$ cat src/sv/mbc1_pkg.sv
// ----------------------------------------------------------------------------
// mbc1_pkg
// Shared command codes, queue request codes and the request type passed from
// the front end to the back end of the bank mapper.
// ----------------------------------------------------------------------------
`default_nettype none

package mbc1_pkg;

  localparam int ROM_OFF_W = 21;
  localparam int RAM_OFF_W = 15;
  localparam int BANK_W    = 7;
  localparam int CFG_IDX_W = 2;
  localparam int CFG_DAT_W = 7;
  localparam int Q_DEPTH   = 2;

  localparam logic [2:0] CMD_ROM_RD  = 3'd0;
  localparam logic [2:0] CMD_REG_WR  = 3'd1;
  localparam logic [2:0] CMD_RAM_RD  = 3'd2;
  localparam logic [2:0] CMD_RAM_WR  = 3'd3;
  localparam logic [2:0] CMD_ROM_LD  = 3'd4;

  localparam logic [2:0] OP_ROM_RD   = 3'd0;
  localparam logic [2:0] OP_ROM_WR   = 3'd1;
  localparam logic [2:0] OP_RAM_RD   = 3'd2;
  localparam logic [2:0] OP_RAM_WR   = 3'd3;
  localparam logic [2:0] OP_BLOCKED  = 3'd4;

  localparam logic [1:0] CFG_MAPPER_MODE   = 2'd0;
  localparam logic [1:0] CFG_ROM_BANK_MASK = 2'd1;
  localparam logic [1:0] CFG_RAM_PRESENT   = 2'd2;
  localparam logic [1:0] CFG_RAM_BANK_MASK = 2'd3;

  localparam logic [1:0] REG_RAM_EN    = 2'd0;
  localparam logic [1:0] REG_ROM_BANK  = 2'd1;
  localparam logic [1:0] REG_UPPER     = 2'd2;
  localparam logic [1:0] REG_MODE      = 2'd3;

  localparam logic [7:0] BLOCKED_BYTE  = 8'hFF;
  localparam logic [3:0] RAM_EN_KEY    = 4'hA;

  typedef struct packed {
    logic [2:0]           op;
    logic [ROM_OFF_W-1:0] rom_addr;
    logic [RAM_OFF_W-1:0] ram_addr;
    logic [7:0]           data;
  } mbc1_req_t;

endpackage

`default_nettype wire

$ cat src/sv/mbc1_queue.sv
// ----------------------------------------------------------------------------
// mbc1_queue
// Short request queue between the front end and the back end.
// ----------------------------------------------------------------------------
`default_nettype none

module mbc1_queue (
  input  wire logic                clk,
  input  wire logic                rst_n,
  input  wire logic                push,
  input  wire mbc1_pkg::mbc1_req_t push_req,
  output logic                     full,
  input  wire logic                pop,
  output mbc1_pkg::mbc1_req_t      head,
  output logic                     not_empty
);

  import mbc1_pkg::*;

  localparam int PTR_W = $clog2(Q_DEPTH);
  localparam int CNT_W = $clog2(Q_DEPTH + 1);

  mbc1_req_t        entries_r [Q_DEPTH];
  logic [PTR_W-1:0] wptr_r, rptr_r;
  logic [CNT_W-1:0] cnt_r, cnt_nxt;

  assign full      = (cnt_r == CNT_W'(Q_DEPTH));
  assign not_empty = (cnt_r != '0);
  assign head      = entries_r[rptr_r];

  always_comb begin
    cnt_nxt = cnt_r;
    if (push && !pop) begin
      cnt_nxt = cnt_r + 1'b1;
    end else if (pop && !push) begin
      cnt_nxt = cnt_r - 1'b1;
    end
  end

  always_ff @(posedge clk) begin
    if (push) begin
      entries_r[wptr_r] <= push_req;
    end
  end

  always_ff @(posedge clk) begin
    if (!rst_n) begin
      wptr_r <= '0;
      rptr_r <= '0;
      cnt_r  <= '0;
    end else begin
      cnt_r <= cnt_nxt;
      if (push) begin
        wptr_r <= (wptr_r == PTR_W'(Q_DEPTH - 1)) ? '0 : wptr_r + 1'b1;
      end
      if (pop) begin
        rptr_r <= (rptr_r == PTR_W'(Q_DEPTH - 1)) ? '0 : rptr_r + 1'b1;
      end
    end
  end

endmodule

`default_nettype wire

$ cat config.mk
export PLATFORM = sky130hd
export DESIGN_NAME = mbc1_queue
export DESIGN_NICKNAME = d
export VERILOG_FILES = /design/src/sv/mbc1_pkg.sv /design/src/sv/mbc1_queue.sv
export SDC_FILE = /design/constraint.sdc
export NUM_CORES = 1
export LEC_CHECK = 0
export ABC_AREA = 1
export BUFFER_PORTS_ARGS = -buffer_cell sky130_fd_sc_hd__buf_4
export CAP_MARGIN = 10
export CORE_MARGIN = 3
export CORE_UTILIZATION = 30
export DETAILED_ROUTE_END_ITERATION = 10
export PLACE_DENSITY = 0.49
export SYNTH_ARGS = -nofsm -noshare
export SYNTH_HDL_FRONTEND = slang
export SYNTH_SLANG_ARGS = --single-unit
$ cat constraint.sdc
create_clock -name clk -period 6.1 [get_ports clk]
set_input_delay 1.22 -clock clk [delete_from_list [all_inputs] [get_ports clk]]
set_output_delay 1.22 -clock clk [all_outputs]
set_load 0.01 [all_outputs]
Yosys cells after proc, flatten, opt, wreduce, memory -nomap -nowiden
Memory sizes are Yosys's and may differ from the RTL's. A register that Yosys moved wholly into a read port is not among the register bits.
Index checks and enable logic that the tools add are counted.
- register bits after elaboration: 4
- memory bits (writable): 94
- input port bits: 51
- output and inout bits: 49
- logic and storage cells: 23
- memories: 1
- memories (memory ; words ; width ; read ports ; clocked after Yosys merged registers in ; wr ports ; line ; RTL):
    entries_r ; 2 ; 47 ; 1 ; 1 ; 1 ; mbc1_queue.sv:23 ; mbc1_req_t entries_r [Q_DEPTH];
- add/sub/neg operators: 4
- eq/ne operators: 1
- multiplexer cells: 8
- reduce and logical (&&, ||, !) cells: 6
- operators by type and width (cell ; number):
    2-to-1 mux 1 bit ; 6
    2-to-1 mux 2 bit ; 2
    nonzero test 2 bit ; 2
    adder 1 bit (second input constant) ; 2
    adder 2 x 1 -> 2 bit (second input constant) ; 1
    == test 2 bit (second input constant) ; 1
    logical AND 1 bit ; 2
    zero test 1 bit ; 2
    subtractor 2 x 1 -> 2 bit (second input constant) ; 1

Depth between registers and ports, before layout
Gate-level depths: netlist (run 1).
- word-level depth: 4
- mapped depth: 8
- gate-level depth less buffers: 8

Worst setup path before layout (run 1)
No wires, ideal clock.
- path kind: input to register
- start point: input push
- end point: memory entries_r[0][0] (netlist name) (enable)
- setup time: 0.453 ns
- data arrival time: 3.235 ns
- required time: 5.647 ns
- setup slack: 2.412 ns
- stages on the path: 2
- buffers on the path: 0
- cell sequence: inv_1 nor2_1
- longest elaborated chain between the ends: 2
- RTL lines (element ; line ; RTL):
    from (decl) ; mbc1_queue.sv:10 ; input wire logic push,
    2-to-1 mux 1 bit ; mbc1_queue.sv:41 ; if (push) begin
    2-to-1 mux 1 bit (implied by the code) ; mbc1_queue.sv:42 ; entries_r[wptr_r] <= push_req;
    to (decl) ; mbc1_queue.sv:23 ;
No other way between the ends.

==> qor.yml, run 1 <==
cts_buffer_depth: 2
critPathKind: "reg -> out"
synth_compound_area_frac: 0.00267
first_pass_iters: 4
setup_tns_ns: 0
crit_required_ns: 4.88
vias_per_cell: 4.13
drtAntennaViolNets: 0
synth_edf_count: 94
pin_count: 100
synthSimpleGateAreaFrac: 0.0201
clock_latency_ns: 0.33
synthMuxAreaShare: 0.172
finalSetupViolations: 0
min_path_type: "reg -> reg"
finalWirelength_mm: 6.68
syn_nets: 233
reg2reg_depth: 2
leakagePower_nw: 1.93
critPathCaptureType: "primary output"
synth_seq_cells: 99
cpLargestDelayFamily: "flip-flops"
hold_viol_final: 0
synthXorXnorAreaFrac: 0
overflow: 0
antenna_found_initial: 0
yosysTopAreaCellShare: 0.754
cts.hold.buffers_added: 0
die_area_mm2: 0.0139
worstPathCellList: "mux2_2, buf_4"
syn_to_final_growth_pct: 32.0
netlist_instances: 181
cp-start-kind: "flop"
post-route-drc-count: 0
drive_gt1_frac: 0.565
crit-reg2reg-launch: "wptr_r"
synth_cell_types: 14
avgSynthCellArea_um2: 20.7
grt_max_degree: 48
critPathBufInv: 1
grt_pass1_wl_mm: 10.5
hold_start: "rptr_r"
die_w_um: 118
synthAdderAreaFrac: 0.00334
coreArea_mm2: 0.0121
seqCellArea_mm2: 0.00293
cts_setup_buffers: 0
rsz0062_at_grt: "false"
fin_skew_ns: 0.00762
wl_per_cell_um: 14.5
worst_path_largest_cell_delay_ns: 0.90
outcome: "completed"
cts_root_buffer: "clkbuf_16"
synth.largest_area_cell: "edfxtp_1"
maxCapViolCount: 0
syn_area_mm2: 0.00374
numCtsBuffers: 9
synth_area_leaders: "edfxtp_1 (75%), mux2_4 (12%), mux2_2 (5.1%), dfxtp_1 (2.7%), buf_6 (1.2%)"
diodes: 0
slew_violations: 0
grt_pass1_vias: 1968
synthFlopType: "edfxtp_1"
crit_slowest_cell: "dfxtp_4"
relSlewSlack: 0.268
synth_top_family_by_area: "multiplexers"
nets: 339
first_iter_violations: 100
start_util: 0.309
period_needed_ns: 3.05
hpwl_mm: 4.22
ir_drop_mv: 0.126
min_period_over_period: 0.501
synthArstFlopShare: 0
worst_r2r_endpoint: "entries_r[0][21]"
vias: 1901
nFillCells: 1136
critPathMaxFanout: 47
die_h_um: 118
path_clk_slew_ns: 0.06
multiInputGateArea_um2: 747
crit_arrival_ns: 1.83
yosysWarnings: 0
cts.sinks: 99
worstMarginPinSlew_ns: 1.10
grt_util_all_layers: 0.0990
reg2reg_slack_ns: 4.41
cts_resized: 0
place.port_buffers: 99
p_total_mw: 1.49
cts_tree: "done"
cts.htree.levels: 3
powerDensity_mw_per_mm2: 302
rows: 40
fmax_mhz: 328
synth_seq_area_share: 0.781
worst_hold_path.num_cells: 2
gp_congestion: 0.631
-- cell usage after synthesis (4+ instances only) --
cell type	number
nor2_1	8
buf_6	4
inv_1	8
mux2_4	30
edfxtp_1	94
mux2_2	17
dfxtp_1	5
nand2_1	9
-- registers in the layout (all words and copies together) (netlist names), named ones only --
register   cells
wptr_r         1
cnt_r          2
entries_r     94
rptr_r         1
-- area by class of cell --
cell class                      count  share of cell area
Sequential cell                    99               0.593
Timing Repair Buffer              100               0.152
Multi-Input combinational cell     69               0.151
Clock buffer                        9              0.0456
Tap cell                          168              0.0426
Clock inverter                      7             0.00988
Inverter                            8             0.00608
-- worst max-delay path by stage --
stage                     from                to  slack [ns]  cells after the start
after floorplan           push   entries_r[0][0]        2.41                      2
after global placement    push  entries_r[0][22]        3.32                      4
after detailed placement  push  entries_r[0][19]        3.31                      4
after CTS                 flop          head[46]        2.99                      2
after global routing      flop          head[31]        2.95                      2
final                     flop          head[46]        3.05                      2
-- worst reg2reg max path, cell delays in order (launching register included) --
cell,delay [ns]
dfxtp_1,0.34
nor2_4,0.48
buf_4,0.50
-- where the power goes --
group,switching (mW),total (mW),internal [mW]
Sequential,0.0204,0.805,0.785
Combinational,0.0680,0.166,0.0979
Clock,0.240,0.519,0.279
-- logic make-up after synthesis --
logic type / count (synthesis)
flip-flops: 99
multiplexers: 47
adder cells (fa/ha/maj): 1
AO/OA/AOI/OAI: 2
buffers and inverters: 13
AND/OR/NAND/NOR: 19
-- routing by layer --
layer / up-vias / global-route usage / routed length [um]
li1: 898 / - / -
met1: 927 / 0.123 / 2910
met2: 69 / 0.160 / 3320
met3: 7 / 0.0322 / 375
met4: 0 / 0.0396 / 80
met5: - / 0 / 0
-- through the flow --
step           instance area [um2]  instances  utilization  hold WS [ns]  setup WS (ns)
6_report                      4940        460        0.408         0.508           3.05
5_1_grt                       4940        460        0.408         0.549           2.95
4_1_cts                       4940        460        0.408         0.511           2.99
3_5_place_dp                  4660        444        0.385         0.493           3.31
3_3_place_gp                  4660        444        0.385         0.477           3.32
2_1_floorplan                 3740        181            -         0.463           2.41
-- cells in the final DEF (no fill, tap or decap), types with 2 or more instances in the layout --
cell | Yosys | final
buf_4 | 0 | 100
clkbuf_16 | 0 | 9
clkinv_2 | 0 | 2
dfxtp_1 | 5 | 4
edfxtp_1 | 94 | 94
inv_1 | 8 | 7
inv_6 | 0 | 4
mux2_2 | 17 | 17
mux2_4 | 30 | 30
nand2_1 | 9 | 9
nor2_1 | 8 | 7
Power figures use the tool's default switching activity.
==> run 2, diff against run 1 <==
==> constraint.sdc (replaced) <==
create_clock -name clk -period 3.2 [get_ports clk]
set_input_delay 0.64 -clock clk [delete_from_list [all_inputs] [get_ports clk]]
set_output_delay 0.64 -clock clk [all_outputs]
set_load 0.01 [all_outputs]
==> run 2 against run 1 <==
Against the previous run:
- sequential cell count stayed put
- wire length is 1.8% lower
- first-iteration DRC count is 33% lower
- sequential power is 91% higher
- cell area is 0.58% higher
- non-clock buffer count is 1 higher
- register-to-register slack worse by 2.7 ns
- critical path depth stayed put
- clock-buffer cell count is 5 higher
- clock power is 95% higher
==> qor.yml, run 2 (synthesis results as in run 1) <==
switching_power_uw: 587  # was 328 uW
drtAntennaViolNets: 0  # unchanged
numCtsBuffers: 9  # unchanged
internal_power_mw: 2.27  # was 1.16 mW
p_total_mw: 2.86  # was 1.49 mW
grt_pass1_vias: 1968  # unchanged
die_area_mm2: 0.0139  # unchanged
cts.hold.buffers_added: 0  # unchanged
antenna_found_initial: 0  # unchanged
cts_buffer_depth: 2  # unchanged
leakagePower_nw: 1.94  # was 1.93 nW
grt_max_degree: 48  # unchanged
final_cell_mix: "buf_4 (100), edfxtp_1 (94), mux2_4 (30), mux2_2 (17)"  # unchanged
finalWirelength_mm: 6.56  # was 6.68 mm
crit_arrival_ns: 1.83  # about the same
outcome: "completed"  # unchanged
min_path_type: "in -> reg"  # was reg -> reg
fin_skew_ns: 0.00460  # was 0.00762 ns
cts_setup_buffers: 0  # unchanged
cpLargestDelayFamily: "flip-flops"  # unchanged
start_util: 0.309  # unchanged
switching_share: 0.205  # was 0.220
cts_root_buffer: "clkbuf_16"  # unchanged
critPathCaptureType: "primary output"  # unchanged
hold_slack_ns: 0.481  # was 0.508 ns
maxCapViolCount: 0  # unchanged
diodes: 0  # unchanged
largest_reg_flops: 94  # unchanged
cts.sinks: 99  # unchanged
post-route-drc-count: 0  # unchanged
nets: 340  # was 339
relSlewSlack: 0.442  # was 0.268
largest-register: "entries_r"  # unchanged
cts_tree: "done"  # unchanged
syn_to_final_growth_pct: 32.7  # was 32.0%
drive_gt1_frac: 0.560  # was 0.565
worst_path_largest_cell_delay_ns: 0.90  # about the same
critPathKind: "reg -> out"  # unchanged
vias_per_cell: 4.10  # was 4.13
ir_drop_mv: 0.276  # was 0.126 mV
cts.htree.levels: 3  # unchanged
crit_slowest_cell: "dfxtp_4"  # unchanged
rsz0062_at_grt: "false"  # unchanged
seqCellArea_mm2: 0.00293  # unchanged
overflow: 0  # unchanged
cts_resized: 0  # unchanged
gp_congestion: 0.640  # was 0.631
finalSetupViolations: 0  # unchanged
slew_violations: 0  # unchanged
cp-start-kind: "flop"  # unchanged
period_needed_ns: 2.47
path_clk_slew_ns: 0.06  # about the same
die_w_um: 118  # unchanged
hold_viol_final: 0  # unchanged
pwr-share-clk: 0.352  # was 0.348
crit_required_ns: 2.56  # was 4.88 ns
rows: 40  # unchanged
worstPathCellList: "mux2_2, buf_4"  # unchanged
hpwl_mm: 4.12  # was 4.22 mm
place.port_buffers: 99  # unchanged
stdcell_count: 461  # was 460
critPathBufInv: 1  # unchanged
final_common_cell: "buf_4"  # unchanged
first_iter_violations: 67  # was 100
coreArea_mm2: 0.0121  # unchanged
grt_util_all_layers: 0.0991  # was 0.0990
setup_tns_ns: 0  # unchanged
worstMarginPinSlew_ns: 0.837  # was 1.10 ns
nFillCells: 1150  # was 1136
clock_latency_ns: 0.34  # was 0.33 ns
combPwrFrac: 0.111  # about the same
multiInputGateArea_um2: 747  # unchanged
vias: 1892  # was 1901
pin_count: 100  # unchanged
grt_pass1_wl_mm: 10.3  # was 10.5 mm
reg.largest.list: "entries_r x94, cnt_r x2"  # unchanged
utilization: 0.410  # was 0.408
wl_per_cell_um: 14.2  # was 14.5 um
fmax_mhz: 406
die_h_um: 118  # unchanged
first_pass_iters: 4  # unchanged
p_seq_frac: 0.537  # was 0.540
placedCellCount: 445  # was 444
powerDensity_mw_per_mm2: 576  # was 302 mW/mm2
critPathMaxFanout: 47  # unchanged
min_period_over_period: 0.771
run 2: changes by cell type in the layout (fill, tap and decap cells not counted):
cell,previous run,this run
buf_12,0,1
clkbuf_1,0,2
clkbuf_8,0,3
clkinv_2,2,1
inv_6,4,0
run 2: stage by stage:
stage / cell area (um2) / setup slack (ns)
global route: 4970 / 0.612
floorplan: 3740 / 0.0924
CTS: 4970 / 0.656
finish: 4970 / 0.734
detailed placement: 4680 / 1.05
global placement: 4680 / 1.04
run 2: final timing paths:
| check | from | endpoint | slack, ns | depth (start not counted) |
|---|---|---|---|---|
| max | flop | head[46] | 0.73 | 2 |
| min | push_req[33] | entries_r[1][33] | 0.48 | 1 |
| max reg2reg | wptr_r | entries_r[1][20] | 1.69 | 3 |
| min reg2reg | rptr_r | flop | 0.51 | 2 |
run 2: cell type report:
class,count,area share
clock inverter,2,0.00176
inverter,8,0.00605
timing repair buffer,101,0.155
tap,168,0.0423
clock buffer,14,0.0552
multi-input combinational,69,0.150
sequential,99,0.589
run 2: power groups by stage:
stage | logic (mW) | registers, mW | clock network (mW)
after CTS | 0.325 | 1.54 | 1.05
after global placement | 0.321 | 1.56 | 0
after detailed placement | 0.324 | 1.57 | 0
after global routing | 0.345 | 1.54 | 1.10
after floorplan | 0.178 | 1.54 | 0
final | 0.316 | 1.54 | 1.01
run 2: routing by layer:
| layer | vias up | track usage | part of all wire |
|---|---|---|---|
| met4 | 0 | 0.0593 | 0.027 |
| met1 | 912 | 0.115 | 0.42 |
| met5 | - | 0 | 0 |
| li1 | 902 | - | - |
| met2 | 64 | 0.154 | 0.49 |
| met3 | 14 | 0.0394 | 0.068 |
==> run 3, diff against run 2 <==
==> constraint.sdc (replaced) <==
create_clock -name clk -period 2.27 [get_ports clk]
set_input_delay 0.454 -clock clk [delete_from_list [all_inputs] [get_ports clk]]
set_output_delay 0.454 -clock clk [all_outputs]
set_load 0.01 [all_outputs]
==> run 3 against run 2 <==
Against the previous run:
- sequential power rose by 38%
- wire length fell by 0.98%
- clock power up 41%
- largest power group unchanged
- largest cell class unchanged
- die area unchanged
- clock-buffer cell count is 4 lower
==> qor.yml, run 3 (synthesis results as in run 1) <==
met3_usage: 0.0284  # was 0.0394
worst_r2r_endpoint: "entries_r[1][13]"  # was entries_r[1][20]
grtUsageMet1: 0.121  # was 0.115
wl_per_cell_um: 14.0  # was 14.2 um
relSlewSlack: 0.759  # was 0.442
grt_pass1_wl_mm: 10.4  # was 10.3 mm
grt_busiest_layer: "met2"  # unchanged
fmax_mhz: 521
crit-reg2reg-launch: "wptr_r"  # unchanged
hold_path_end: "entries_r[0][17]"  # was entries_r[1][33]
finalWirelength_mm: 6.49  # was 6.56 mm
clock_latency_ns: 0.33  # was 0.34 ns
grt_util_all_layers: 0.0993  # was 0.0991
drtAntennaViolNets: 0  # unchanged
ir_drop_mv: 0.372  # was 0.276 mV
critPathKind: "reg -> out"  # unchanged
pin_count: 100  # unchanged
path_clk_slew_ns: 0.06  # about the same
grt_pass1_vias: 1991  # was 1968
leakagePower_nw: 1.96  # was 1.94 nW
overflow: 0  # unchanged
powerDensity_mw_per_mm2: 808  # was 576 mW/mm2
die_w_um: 118  # unchanged
largest-register: "entries_r"  # unchanged
crit_slowest_cell: "dfxtp_4"  # unchanged
cts_tree: "done"  # unchanged
syn_to_final_growth_pct: 33.6  # was 32.7%
hpwl_mm: 4.35  # was 4.12 mm
worst_path_largest_cell_delay_ns: 0.37  # was 0.90 ns
critPathMaxFanout: 28  # was 47
reg.largest.list: "entries_r x94, cnt_r x2"  # unchanged
setup_tns_ns: 0  # unchanged
cts_root_buffer: "clkbuf_16"  # unchanged
min_path_type: "in -> reg"  # unchanged
gp_congestion: 0.664  # was 0.640
reg2reg_depth: 3  # unchanged
drive_gt1_frac: 0.557  # was 0.560
reg2reg_slack_ns: 1.03  # was 1.69 ns
min_period_over_period: 0.846
finalSetupViolations: 0  # unchanged
stdcell_count: 464  # was 461
vias_per_cell: 4.00  # was 4.10
final_cell_mix: "buf_4 (103), edfxtp_1 (94), mux2_4 (30), mux2_2 (17)"  # was buf_4 (100), edfxtp_1 (94), mux2_4 (30), mux2_2 (17)
cp-start-kind: "flop"  # unchanged
largest_reg_flops: 94  # unchanged
coreArea_mm2: 0.0121  # unchanged
die_h_um: 118  # unchanged
cpLargestDelayFamily: "flip-flops"  # unchanged
rows: 40  # unchanged
cts_buffer_depth: 2  # unchanged
worst_hold_path.num_cells: 1  # unchanged
slew_violations: 0  # unchanged
first_iter_violations: 53  # was 67
crit_arrival_ns: 1.47  # was 1.83 ns
die_area_mm2: 0.0139  # unchanged
place.port_buffers: 99  # unchanged
maxCapViolCount: 0  # unchanged
placedCellCount: 449  # was 445
start_util: 0.309  # unchanged
rsz0062_at_grt: "false"  # unchanged
antenna_found_initial: 0  # unchanged
worstMarginPinSlew_ns: 0.362  # was 0.837 ns
final_common_cell: "buf_4"  # unchanged
cts.hold.buffers_added: 0  # unchanged
critPathCaptureType: "primary output"  # unchanged
first_pass_iters: 4  # unchanged
cts_resized: 0  # unchanged
grt_util_met2: 0.156  # was 0.154
crit_required_ns: 1.82  # was 2.56 ns
cts_setup_buffers: 0  # unchanged
post-route-drc-count: 0  # unchanged
worstPathCellList: "buf_12, mux2_2, buf_4"  # was mux2_2, buf_4
cts.sinks: 99  # unchanged
period_needed_ns: 1.92
hold_viol_final: 0  # unchanged
vias: 1858  # was 1892
utilization: 0.413  # was 0.410
critPathBufInv: 2  # was 1
nets: 344  # was 340
cts.htree.levels: 3  # unchanged
fin_skew_ns: 0.00574  # was 0.00460 ns
outcome: "completed"  # unchanged
diodes: 0  # unchanged
numCtsBuffers: 9  # unchanged
hold_start: "push_req[17]"  # was push_req[33]
grt_max_degree: 29  # was 48
-- run 3: power by group --
group	total [mW]	switching [mW]	leakage, nW	internal, mW
Combinational	0.488	0.212	0.899	0.276
Clock	1.42	0.588	0.132	0.833
Sequential	2.13	0.0239	0.924	2.11
Total	4.04	0.824	1.96	3.22
-- run 3: worst max-delay path by stage --
stage	endpoint	slack (ns)	cells past startpoint
global placement	head[34]	0.70	3
finish	head[27]	0.35	3
CTS	head[27]	0.32	3
global route	head[27]	0.29	3
detailed placement	head[27]	0.70	3
floorplan	entries_r[0][0]	0.16	2
-- run 3: metrics by stage --
step	total power, mW	hold WS (ns)	setup slack [ns]	area [um2]
floorplan	2.42	0.463	0.157	3740
global placement	2.67	0.478	0.696	4730
detailed placement	2.68	0.490	0.701	4730
CTS	4.12	0.283	0.321	5000
global route	4.23	0.286	0.288	5000
finish	4.04	0.300	0.350	5000
-- run 3: routing by layer --
metal	wire [um]	part of all wire	vias up
met5	0	0	-
met4	162	0.025	0
met3	358	0.055	10
met2	3140	0.48	61
met1	2830	0.44	882
li1	-	-	905
-- run 3: final cells by class --
cell class,count,area (um2)
fill,1133,7110
sequential,99,2930
timing repair buffer,105,813
multi-input combinational,69,747
clock buffer,10,229
tap,168,210
clock inverter,5,45.0
inverter,8,30.0
