File: config.mk
export PLATFORM = sky130hd
export DESIGN_NAME = mbc1_front
export DESIGN_NICKNAME = d
export VERILOG_FILES = /design/src/sv/mbc1_pkg.sv /design/src/sv/mbc1_front.sv
export SDC_FILE = /design/constraint.sdc
export NUM_CORES = 1
export LEC_CHECK = 0
export BUFFER_PORTS_ARGS = -buffer_cell sky130_fd_sc_hd__buf_2
export CORE_MARGIN = 4
export CORE_UTILIZATION = 35
export DETAILED_ROUTE_END_ITERATION = 7
export HOLD_SLACK_MARGIN = 0.08
export PLACE_DENSITY = 0.78
export SLEW_MARGIN = 20
export SYNTH_ARGS = -nofsm -noshare
export SYNTH_HDL_FRONTEND = slang
export SYNTH_SLANG_ARGS = --single-unit
File: constraint.sdc
create_clock -name clk -period 3.2 [get_ports clk]
set_clock_uncertainty 0.05 [all_clocks]
set_input_delay 0.64 -clock clk [delete_from_list [all_inputs] [get_ports clk]]
set_output_delay 0.64 -clock clk [all_outputs]
set_load 0.05 [all_outputs]
File: src/sv/mbc1_pkg.sv
// ----------------------------------------------------------------------------
// mbc1_pkg
// Shared command codes, queue request codes and the request type passed from
// the front end to the back end of the bank mapper.
// ----------------------------------------------------------------------------
`default_nettype none

package mbc1_pkg;

  localparam int ROM_OFF_W = 21;
  localparam int RAM_OFF_W = 15;
  localparam int BANK_W    = 7;
  localparam int CFG_IDX_W = 2;
  localparam int CFG_DAT_W = 7;
  localparam int Q_DEPTH   = 2;

  localparam logic [2:0] CMD_ROM_RD  = 3'd0;
  localparam logic [2:0] CMD_REG_WR  = 3'd1;
  localparam logic [2:0] CMD_RAM_RD  = 3'd2;
  localparam logic [2:0] CMD_RAM_WR  = 3'd3;
  localparam logic [2:0] CMD_ROM_LD  = 3'd4;

  localparam logic [2:0] OP_ROM_RD   = 3'd0;
  localparam logic [2:0] OP_ROM_WR   = 3'd1;
  localparam logic [2:0] OP_RAM_RD   = 3'd2;
  localparam logic [2:0] OP_RAM_WR   = 3'd3;
  localparam logic [2:0] OP_BLOCKED  = 3'd4;

  localparam logic [1:0] CFG_MAPPER_MODE   = 2'd0;
  localparam logic [1:0] CFG_ROM_BANK_MASK = 2'd1;
  localparam logic [1:0] CFG_RAM_PRESENT   = 2'd2;
  localparam logic [1:0] CFG_RAM_BANK_MASK = 2'd3;

  localparam logic [1:0] REG_RAM_EN    = 2'd0;
  localparam logic [1:0] REG_ROM_BANK  = 2'd1;
  localparam logic [1:0] REG_UPPER     = 2'd2;
  localparam logic [1:0] REG_MODE      = 2'd3;

  localparam logic [7:0] BLOCKED_BYTE  = 8'hFF;
  localparam logic [3:0] RAM_EN_KEY    = 4'hA;

  typedef struct packed {
    logic [2:0]           op;
    logic [ROM_OFF_W-1:0] rom_addr;
    logic [RAM_OFF_W-1:0] ram_addr;
    logic [7:0]           data;
  } mbc1_req_t;

endpackage

`default_nettype wire

File: src/sv/mbc1_front.sv
// ----------------------------------------------------------------------------
// mbc1_front
// Accepts bus requests, holds configuration and banking registers, applies
// register writes and turns memory accesses into physical requests.
// ----------------------------------------------------------------------------
`default_nettype none

module mbc1_front (
  input  wire logic                             clk,
  input  wire logic                             rst_n,
  input  wire logic                             cfg_we,
  input  wire logic [mbc1_pkg::CFG_IDX_W-1:0]   cfg_index,
  input  wire logic [mbc1_pkg::CFG_DAT_W-1:0]   cfg_wdata,
  input  wire logic                             in_valid,
  output logic                                  in_ready,
  input  wire logic [2:0]                       in_cmd,
  input  wire logic [15:0]                      in_bus_address,
  input  wire logic [7:0]                       in_write_data,
  input  wire logic [mbc1_pkg::ROM_OFF_W-1:0]   in_load_offset,
  input  wire logic                             q_full,
  input  wire logic                             clr_busy,
  output logic                                  q_push,
  output mbc1_pkg::mbc1_req_t                   q_req
);

  import mbc1_pkg::*;

  logic              mapper_mode_r;
  logic [BANK_W-1:0] rom_bank_mask_r;
  logic              ram_present_r;
  logic [1:0]        ram_bank_mask_r;
  logic              ram_enable_r, ram_enable_nxt;
  logic [4:0]        rom_bank_low_r, rom_bank_low_nxt;
  logic [1:0]        upper_bank_r, upper_bank_nxt;
  logic              advanced_mode_r, advanced_mode_nxt;

  logic              accept;
  logic              has_req;
  logic              ram_open;
  logic [BANK_W-1:0] rom_bank;
  logic [1:0]        ram_bank;
  logic [ROM_OFF_W-1:0] rom_off;
  logic [RAM_OFF_W-1:0] ram_off;

  assign in_ready = !q_full && !clr_busy;
  assign accept   = in_valid && in_ready;
  assign ram_open = ram_present_r && (!mapper_mode_r || ram_enable_r);

  always_comb begin
    if (!in_bus_address[14]) begin
      rom_bank = advanced_mode_r ? {upper_bank_r, 5'd0} : '0;
    end else begin
      rom_bank = {upper_bank_r, rom_bank_low_r};
    end
    rom_bank = rom_bank & rom_bank_mask_r;
    if (mapper_mode_r) begin
      rom_off = {rom_bank, in_bus_address[13:0]};
    end else begin
      rom_off = {6'd0, in_bus_address[14:0]};
    end
    ram_bank = (mapper_mode_r && advanced_mode_r) ? (upper_bank_r & ram_bank_mask_r) : 2'd0;
    ram_off  = {ram_bank, in_bus_address[12:0]};
  end

  always_comb begin
    has_req        = 1'b0;
    q_req.op       = OP_ROM_RD;
    q_req.rom_addr = rom_off;
    q_req.ram_addr = ram_off;
    q_req.data     = in_write_data;
    case (in_cmd)
      CMD_ROM_RD: begin
        has_req  = 1'b1;
        q_req.op = OP_ROM_RD;
      end
      CMD_RAM_RD: begin
        has_req  = 1'b1;
        q_req.op = ram_open ? OP_RAM_RD : OP_BLOCKED;
      end
      CMD_RAM_WR: begin
        has_req  = ram_open;
        q_req.op = OP_RAM_WR;
      end
      CMD_ROM_LD: begin
        has_req        = 1'b1;
        q_req.op       = OP_ROM_WR;
        q_req.rom_addr = in_load_offset;
      end
      default: begin
        has_req = 1'b0;
      end
    endcase
  end

  assign q_push = accept && has_req;

  // mbc1 register writes through the rom area
  always_comb begin
    ram_enable_nxt    = ram_enable_r;
    rom_bank_low_nxt  = rom_bank_low_r;
    upper_bank_nxt    = upper_bank_r;
    advanced_mode_nxt = advanced_mode_r;
    if (accept && in_cmd == CMD_REG_WR && mapper_mode_r) begin
      case (in_bus_address[14:13])
        REG_RAM_EN:   ram_enable_nxt = (in_write_data[3:0] == RAM_EN_KEY);
        REG_ROM_BANK: rom_bank_low_nxt = (in_write_data[4:0] == 5'd0) ? 5'd1
                                                                       : in_write_data[4:0];
        REG_UPPER:    upper_bank_nxt = in_write_data[1:0];
        REG_MODE:     advanced_mode_nxt = in_write_data[0];
        default:      ram_enable_nxt = ram_enable_r;
      endcase
    end
  end

  always_ff @(posedge clk) begin
    if (!rst_n) begin
      ram_enable_r    <= 1'b0;
      rom_bank_low_r  <= 5'd1;
      upper_bank_r    <= 2'd0;
      advanced_mode_r <= 1'b0;
    end else begin
      ram_enable_r    <= ram_enable_nxt;
      rom_bank_low_r  <= rom_bank_low_nxt;
      upper_bank_r    <= upper_bank_nxt;
      advanced_mode_r <= advanced_mode_nxt;
    end
  end

  always_ff @(posedge clk) begin
    if (!rst_n) begin
      mapper_mode_r   <= 1'b1;
      rom_bank_mask_r <= 7'h7F;
      ram_present_r   <= 1'b1;
      ram_bank_mask_r <= 2'd3;
    end else if (cfg_we) begin
      case (cfg_index)
        CFG_MAPPER_MODE:   mapper_mode_r   <= cfg_wdata[0];
        CFG_ROM_BANK_MASK: rom_bank_mask_r <= cfg_wdata[BANK_W-1:0];
        CFG_RAM_PRESENT:   ram_present_r   <= cfg_wdata[0];
        CFG_RAM_BANK_MASK: ram_bank_mask_r <= cfg_wdata[1:0];
        default:           mapper_mode_r   <= mapper_mode_r;
      endcase
    end
  end

endmodule

`default_nettype wire

==> Yosys cells after proc, flatten, opt, wreduce, memory -nomap -nowiden <==
Cells that the tools add are included.
{ "totals": {"reg_bits": 20, "wordCells": 54} }
{ "classes": {"eq_ne": 11, "mux": 9, "n_reduce_logical": 24, "bitwise": 2} }
{ "op_table": {"columns": ["op", "count"], "rows": [
  ["$mux 21", 2],
  ["$reduce_and 2->1", 8],
  ["$mux 7", 2],
  ["$pmux 3 s3", 1],
  ["$eq 2x2->1 const B", 4],
  ["$and 7x7->7", 1],
  ["$logic_and 1x1->1", 7],
  ["$eq 3x2->1 const B", 2],
  ["$logic_not 5->1", 1],
  ["$mux 5", 1],
  ["$eq 2x1->1 const B", 2],
  ["$eq 4x4->1 const B", 1],
  ["$logic_not 2->1", 2],
  ["$eq 3x1->1 const B", 1],
  ["$eq 3x3->1 const B", 1],
  ["$logic_not 1->1", 3],
  ["$logic_not 3->1", 1],
  ["$mux 3", 1],
  ["$reduce_or 3->1", 1],
  ["$and 2x2->2", 1],
  ["$mux 2", 1],
  ["$pmux 1 s2", 1],
  ["$logic_or 1x1->1", 1]
]} }

==> Depth between registers and ports, before layout <==
Gate-level depths: netlist of the first run.
{ "logic_depth": {"word_depth": 6, "mapped_depth": 5, "mapped_depth_nobuf": 3} }

==> Worst setup path before layout of the first run <==
Ideal clock, no wire load.
{ "synth_path": {"kind": "input port to output port", "from": "input clr_busy", "to": "output q_push", "required_ps": 2510, "stages": 3, "arrival_time_ps": 1822, "setup_slack_ps": 688, "path_cell_list": "nor3b_2 nand2_1 a21oi_1"} }
{ "synth_via": {"elab_chain_len": 4} }
{ "synth_lines": {"columns": ["item", "line_no", "text"], "rows": [
  ["start, declared", "mbc1_front.sv:21", "input wire logic clr_busy,"],
  ["$logic_not 1->1", "mbc1_front.sv:45", "assign in_ready = !q_full && !clr_busy;"],
  ["$logic_and 1x1->1", "mbc1_front.sv:45", null],
  ["$logic_and 1x1->1", "mbc1_front.sv:46", "assign accept = in_valid && in_ready;"],
  ["$logic_and 1x1->1", "mbc1_front.sv:95", "assign q_push = accept && has_req;"],
  ["end, declared", "mbc1_front.sv:22", "output logic q_push,"]
]} }
Every way passes these cells.

==> results of run 1 <==
==> worst paths after layout <==
path	from	endpoint
max	in_cmd[0]	q_req[26]
min	ram_enable_r	ram_enable_r
min reg2reg	ram_enable_r	ram_enable_r
max reg2reg	mapper_mode_r	rom_bank_low_r[3]
==> cell families after synthesis <==
logic type	share of synthesized area (%)
simple gates	28.7
compound gates	7.45
mux	19.2
buf+inv	15.9
flops	28.7
==> worst max-delay path, cell delays in order <==
cell	delay, ns
buf_2	0.13
nor3b_2	0.25
buf_12	0.21
mux2_1	0.36
buf_2	0.22
==> sequential cells by signal, summed over array words and instances (netlist names) <==
register and flops:
mapper_mode_r 1, upper_bank_r 2, ram_enable_r 1, ram_bank_mask_r 2, rom_bank_low_r 5, ram_present_r 1
advanced_mode_r 1, rom_bank_mask_r 7
==> Yosys cell counts (3+ instances only) <==
cell      instances  area share, %
nand3_1           9            3.2
buf_2             3            1.1
clkbuf_1          3           0.81
nand2_1          36            9.7
nand4_1           5            2.2
dfxtp_1          20             29
o21ai_1           6            2.2
mux2i_1          11            7.9
nor2_1            3           0.81
nand2b_1          3            1.3
mux2_1           14             11
buf_4            22             12
a21oi_1           3            1.1
==> cell type report <==
class	instances	area (um^2)
clock buffer	4	55.1
fill	386	1900
inverter	2	7.51
multi-input combinational	113	777
sequential	20	400
tap	48	60.1
timing repair buffer	105	541
==> power by group <==
part / internal, mW / switching (mW)
sequential: 0.256 / 0.00566
combinational: 0.0720 / 0.170
clock: 0.109 / 0.0813
total: 0.437 / 0.257
==> metal layers <==
layer | part of all wire (%) | track usage (%)
met5 | 0 | 0
met4 | 0.20 | 3.13
met3 | 9.7 | 4.12
met1 | 41 | 16.8
met2 | 49 | 26.7
==> metrics by stage <==
stage                     power (mW)  area, um^2
after floorplan                0.458        1390
after global placement         0.507        1790
after detailed placement       0.510        1790
after CTS                      0.699        1840
after global routing           0.728        1840
final                          0.694        1840
==> flow_summary.ini, run 1 <==
[layout]
final_cell_mix = 104 x buf_2, 36 x nand2_1, 20 x dfxtp_1
area_growth_pct = 32.0
utilization_pct = 49.2
final_nets = 308
drive_above_1_share_pct = 46.7
num_antenna_cells = 0
layout.cells.most_common = buf_2
layout.cells.non_filler = 292

[die]
die-height_um = 71.1
die_w_um = 71.1
initial_core_util_pct = 37.2
core.rowCount = 22
core_um2 = 3740
ios = 112
die_area_um2 = 5060

[logic_synthesis]
ys_warn_count = 0
syn_inst = 165
syn_nets = 228
yosys_most_used_dff = dfxtp_1
synth.distinct_cells = 33
synth_edf_count = 0
syn_avg_cell_area_um2 = 8.45
synthesis.area_um2 = 1390
async_flop_share_pct = 0
ys_seq_area_share_pct = 28.7
synth_seq_cells = 20

[sta]
slew_viol_final = 0
fin_tns_setup_ns = 0
min_period_ns = 2.51
holdWs_ns = 0.406
finalHoldViolations = 0
finalSetupViolations = 0
tightestPinTransition_ns = 0.463
setup_ws_ns = 0.695
slew_headroom_pct = 69.1
rsz0062_at_grt = false
fmax_mhz = 399
finalCritPeriodShare_pct = 78.3

[critical_path]
r2r_slack_ns = 1.75
path_max_fanout = 28
cp.required_ns = 2.51
critPathCaptureType = output port
critical_path_class = primary input to output port
worstSetupStartpointType = primary input
cp.arrival_ns = 1.82
rr_worst_depth = 3

[clocking]
cts_setup_buffers = 0
htree_levels = 1
clk_latency_ns = 0.25
cts-root-buf = clkbuf_8
cts_tree = yes
path_clk_slew_ns = 0.07
post_cts_resize_count = 0
cts.sinks = 20
clk_path_buf_depth = 2
numCtsBuffers = 3
ctsHoldBuffers = 0

[placement]
portBuffers = 104
detailedPlace.worstSlack_ns = 0.690
dp_cells = 288
gp_congestion = 0.775
post-dp-hpwl_um = 3230

[global_routing]
grt_max_degree = 29
grt_first_pass_wirelength_um = 6070
antenna_found_initial = 0
grt_overflow_total = 0
grt_pass1_vias = 1367
grtUsageTotal_pct = 14.6

[power]
p_leak_nw = 1.01
power_density_nw_per_um2 = 377
peakVddDrop_v = 0.000213

[route]
ant_nets = 0
drc_errors = 0
drt-total-wl_um = 3910
drt-initial-drc-count = 25
avgRoutedWirePerCell_um = 13.4
dr.pass1.iters = 4
num_vias = 1426
avgViaCountPerCell = 4.88

[worst_hold_path]
hold_depth = 2
hp-class = flip-flop to flip-flop

[run_status]
status = finished clean

[run]
maxCapViolations = 0
No activity file was read; power rests on OpenSTA's default activity.
==> run 2, diff against run 1 <==
Settings changed: PLACE_DENSITY 0.78 to 0.81.
Clock period 3.2 ns to 2.1 ns, I/O delays scaled along.
==> run 2 against run 1 <==
- first-iteration DRC count rose by 60%
- design area rose by 3.0%
- critical path depth is the same
==> flow_summary.ini, run 2 (synthesis results as in run 1) <==
[run_status]
status = finished clean

[critical_path]
worstSetupStartpointType = primary input
path_max_fanout = 16
critPathCaptureType = output port
critical_path_class = primary input to output port
cp.arrival_ns = 1.54
cp.required_ns = 1.63

[global_routing]
antenna_found_initial = 0
grt_max_degree = 26
grt_first_pass_wirelength_um = 6200
grt_pass1_vias = 1404
grt_overflow_total = 0
grtUsageTotal_pct = 14.8

[layout]
layout.area.seq_um2 = 400
n_fill_cell = 369
area_growth_pct = 36.0
utilization_pct = 50.6
final_nets = 314
drive_above_1_share_pct = 48.0
num_antenna_cells = 0
reg_top3 = rom_bank_mask_r x7, rom_bank_low_r x5
multiInputGateArea_um2 = 783
fin_area_um2 = 1900
final_cell_mix = 104 x buf_2, 36 x nand2_1, 20 x dfxtp_1
largest_reg_flops = 7
regMostFlops = rom_bank_mask_r
layout.cells.most_common = buf_2

[power]
peakVddDrop_v = 0.000214
p_leak_nw = 1.04
power_density_nw_per_um2 = 562
power.total_mw = 1.07

[clocking]
cts_setup_buffers = 0
path_clk_slew_ns = 0.07
ctsHoldBuffers = 0
cts-root-buf = clkbuf_8
cts.sinks = 20
clk_path_buf_depth = 2
htree_levels = 1
numCtsBuffers = 3
cts_tree = yes
clk_latency_ns = 0.26

[sta]
tightestPinTransition_ns = 0.291
rsz0062_at_grt = false
slew_viol_final = 0
finalSetupViolations = 0
fin_tns_setup_ns = 0
slew_headroom_pct = 80.5
finalHoldViolations = 0
finalCritPeriodShare_pct = 95.9
min_period_ns = 2.01
fmax_mhz = 497

[route]
drt-total-wl_um = 3990
drt-initial-drc-count = 40
num_vias = 1441
drc_errors = 0
ant_nets = 0
avgViaCountPerCell = 4.84
avgRoutedWirePerCell_um = 13.4
dr.pass1.iters = 4

[die]
die-height_um = 71.1
ios = 112
core.rowCount = 22
die_w_um = 71.1
core_um2 = 3740
die_area_um2 = 5060
initial_core_util_pct = 37.2

[run]
maxCapViolations = 0

[placement]
post-dp-hpwl_um = 3380
dpl_cell_area_um2 = 1830
gp_congestion = 0.747
portBuffers = 104

[worst_hold_path]
hp-class = primary input to flip-flop
-- run 2: changes by cell type in the layout (fill, tap and decap cells not counted), sizes merged --
cell and delta:
buf +6
-- run 2: cell type report --
cell class,instances,share of cell area (%)
Clock buffer,4,2.90
Timing Repair Buffer,111,31.1
Inverter,2,0.396
Multi-Input combinational cell,113,41.3
Sequential cell,20,21.1
Tap cell,48,3.17
-- run 2: path summary, 6_finish.rpt --
kind	startpoint	to	slack (ns)	cells after the start
worst max-delay path	in_cmd[0]	q_req[36]	0.09	5
worst min-delay path	cfg_wdata[5]	rom_bank_mask_r[5]	0.32	3
worst max register to register	mapper_mode_r	upper_bank_r[1]	0.87	3
worst min register to register	ram_enable_r	ram_enable_r	0.41	2
-- run 2: power breakdown --
group          switching, mW  leakage (nW)  internal [mW]  total (mW)
combinational          0.262         0.850          0.118       0.380
sequential           0.00723         0.163          0.390       0.397
clock                  0.122        0.0288          0.167       0.289
total                  0.392          1.04          0.674        1.07
-- run 2: what timing repair did --
item | 4_1_cts | 5_1_grt
endpoints found under the setup margin | 0 | 2
hold endpoints to repair | 0 | 0
resized for setup | 0 | 2
-- run 2: per-stage QoR --
step           worst slack (ns)  hold WS (ns)  instances
2_1_floorplan            0.0282         0.380        165
3_3_place_gp             0.0239         0.401        294
3_5_place_dp             0.0117         0.399        294
4_1_cts                 0.00917         0.315        298
5_1_grt                  0.0340         0.324        298
6_report                 0.0860         0.317        298
-- run 2: routing by layer --
metal	vias to the layer above	global-route usage, %	part of all wire [%]
met3	2	5.54	13
met1	636	17.8	40
met4	0	3.13	0.10
met2	73	25.1	48
met5	-	0	0
li1	730	-	-
-- run 2: worst max-delay path, stage by stage --
cell and delay, ns:
buf_2 0.12, nor3b_4 0.26, buf_12 0.18, mux2_1 0.33, buf_2 0.22
==> run 3, diff against run 2 <==
Settings changed: CORE_MARGIN 4 to 2.
==> run 3 against run 2 <==
- design area is 1.5% lower
- count of clock-buffer cells in the layout is 1 lower
- final cell count fell by 1.0%
- first-iteration DRC count down 30%
- worst hold slack better by 0.0062 ns
- critical path type unchanged
- critical endpoint unchanged
==> flow_summary.ini, run 3 (synthesis results as in run 1) <==
[run_status]
status = finished clean

[clocking]
cts.sinks = 20
cts-root-buf = clkbuf_8
numCtsBuffers = 3
cts_setup_buffers = 0
clk_path_buf_depth = 2
path_clk_slew_ns = 0.07
cts_tree = yes
htree_levels = 1
clk_latency_ns = 0.25
ctsHoldBuffers = 0

[power]
p_sw_share_pct = 37.5
seqPwrFrac_pct = 39.4
peakVddDrop_v = 0.000323
p_comb_share_pct = 36.9
power_density_nw_per_um2 = 542
p_clk_share_pct = 23.8
power.total_mw = 1.01
intPower_mw = 0.633
p_leak_nw = 1.02
switchingPower_mw = 0.379

[critical_path]
cp_slowest_cell = mux2_1
critPathCaptureType = output port
cp.required_ns = 1.63
crit_family = buffers and inverters
cp.arrival_ns = 1.53
path_cells = buf_2 -> nor3b_4 -> buf_12 -> mux2_1 -> buf_2
critical_path_class = primary input to output port
slowest_delay_ns = 0.33
worstSetupStartpointType = primary input
path_max_fanout = 15
crit_top_cell = buf_2
worst-path-buf-inv = 3

[layout]
largest_reg_flops = 7
regMostFlops = rom_bank_mask_r
area_growth_pct = 34.0
final_nets = 312
layout.cells.most_common = buf_2
fin_area_um2 = 1870
num_antenna_cells = 0
drive_above_1_share_pct = 47.8
utilization_pct = 49.9
reg_top3 = rom_bank_mask_r x7, rom_bank_low_r x5
final_cell_mix = 104 x buf_2, 36 x nand2_1, 19 x dfxtp_1
layout.cells.non_filler = 295

[placement]
dpl_cell_area_um2 = 1820
detailedPlace.worstSlack_ns = 0.0291
portBuffers = 104
gp_congestion = 0.802
dp_cells = 292
post-dp-hpwl_um = 2980

[sta]
finalCritPeriodShare_pct = 95.3
finalSetupViolations = 0
holdWs_ns = 0.323
finalHoldViolations = 0
fin_tns_setup_ns = 0
fmax_mhz = 500
rsz0062_at_grt = false
slew_headroom_pct = 81.0
slew_viol_final = 0
min_period_ns = 2.00
tightestPinTransition_ns = 0.284
setup_ws_ns = 0.0990

[global_routing]
grt_first_pass_wirelength_um = 5000
grt_overflow_total = 0
grt_pass1_vias = 1237
antenna_found_initial = 0
grtUsageTotal_pct = 14.2
grt_max_degree = 26

[route]
num_vias = 1430
ant_nets = 0
dr.pass1.iters = 4
drc_errors = 0
drt-initial-drc-count = 28
drt-total-wl_um = 3500
avgViaCountPerCell = 4.85
avgRoutedWirePerCell_um = 11.9

[die]
core.rowCount = 22
die_w_um = 67.1
die-height_um = 67.1
die_area_um2 = 4500
initial_core_util_pct = 37.2
ios = 112
core_um2 = 3740

[worst_hold_path]
hp-class = primary input to flip-flop

[run]
maxCapViolations = 0
run 3: cell count changes in the layout (fill, tap and decap cells not counted):
cell / before / now
clkbuf_8: 4 / 3
dfxtp_2: 0 / 1
buf_4: 5 / 3
dfxtp_1: 20 / 19
run 3: worst register-to-register path: stages, from the launching register on:
cell      delay, ns
dfxtp_2        0.44
and4bb_2       0.33
and4bb_1       0.23
mux2i_1        0.17
run 3: worst paths after layout:
check                                  startpoint                  to  slack (ns)  cells after the start
worst max register to register      mapper_mode_r        ram_enable_r        0.82                      3
worst max-delay path                    in_cmd[1]           q_req[36]         0.1                      5
worst min register to register  rom_bank_low_r[1]   rom_bank_low_r[1]        0.41                      2
worst min-delay path                 cfg_wdata[4]  rom_bank_mask_r[4]        0.32                      3
run 3: layout make-up:
class	instances	area (um^2)
Fill cell	377	1880
Inverter	2	7.51
Clock buffer	3	41.3
Timing Repair Buffer	109	574
Sequential cell	20	402
Tap cell	48	60.1
Multi-Input combinational cell	113	783
run 3: repair_timing:
| action | CTS | global route |
|---|---|---|
| endpoints found under the setup margin | 0 | 2 |
| gates resized for setup | 0 | 3 |
| endpoints found under the hold margin | 0 | 0 |
run 3: power by group through the flow:
stage	registers [mW]	clock network (mW)	logic (mW)
5_1_grt	0.400	0.257	0.399
6_report	0.399	0.241	0.373
4_1_cts	0.398	0.249	0.373
2_1_floorplan	0.402	0	0.295
3_5_place_dp	0.407	0	0.372
3_3_place_gp	0.407	0	0.368
run 3: metal layers:
metal	GRT usage, %	vias up	part of all wire, %
li1	-	725	-
met1	16.3	633	40
met2	27.2	70	49
met3	1.86	2	10
met4	3.83	0	0.54
met5	0	-	0
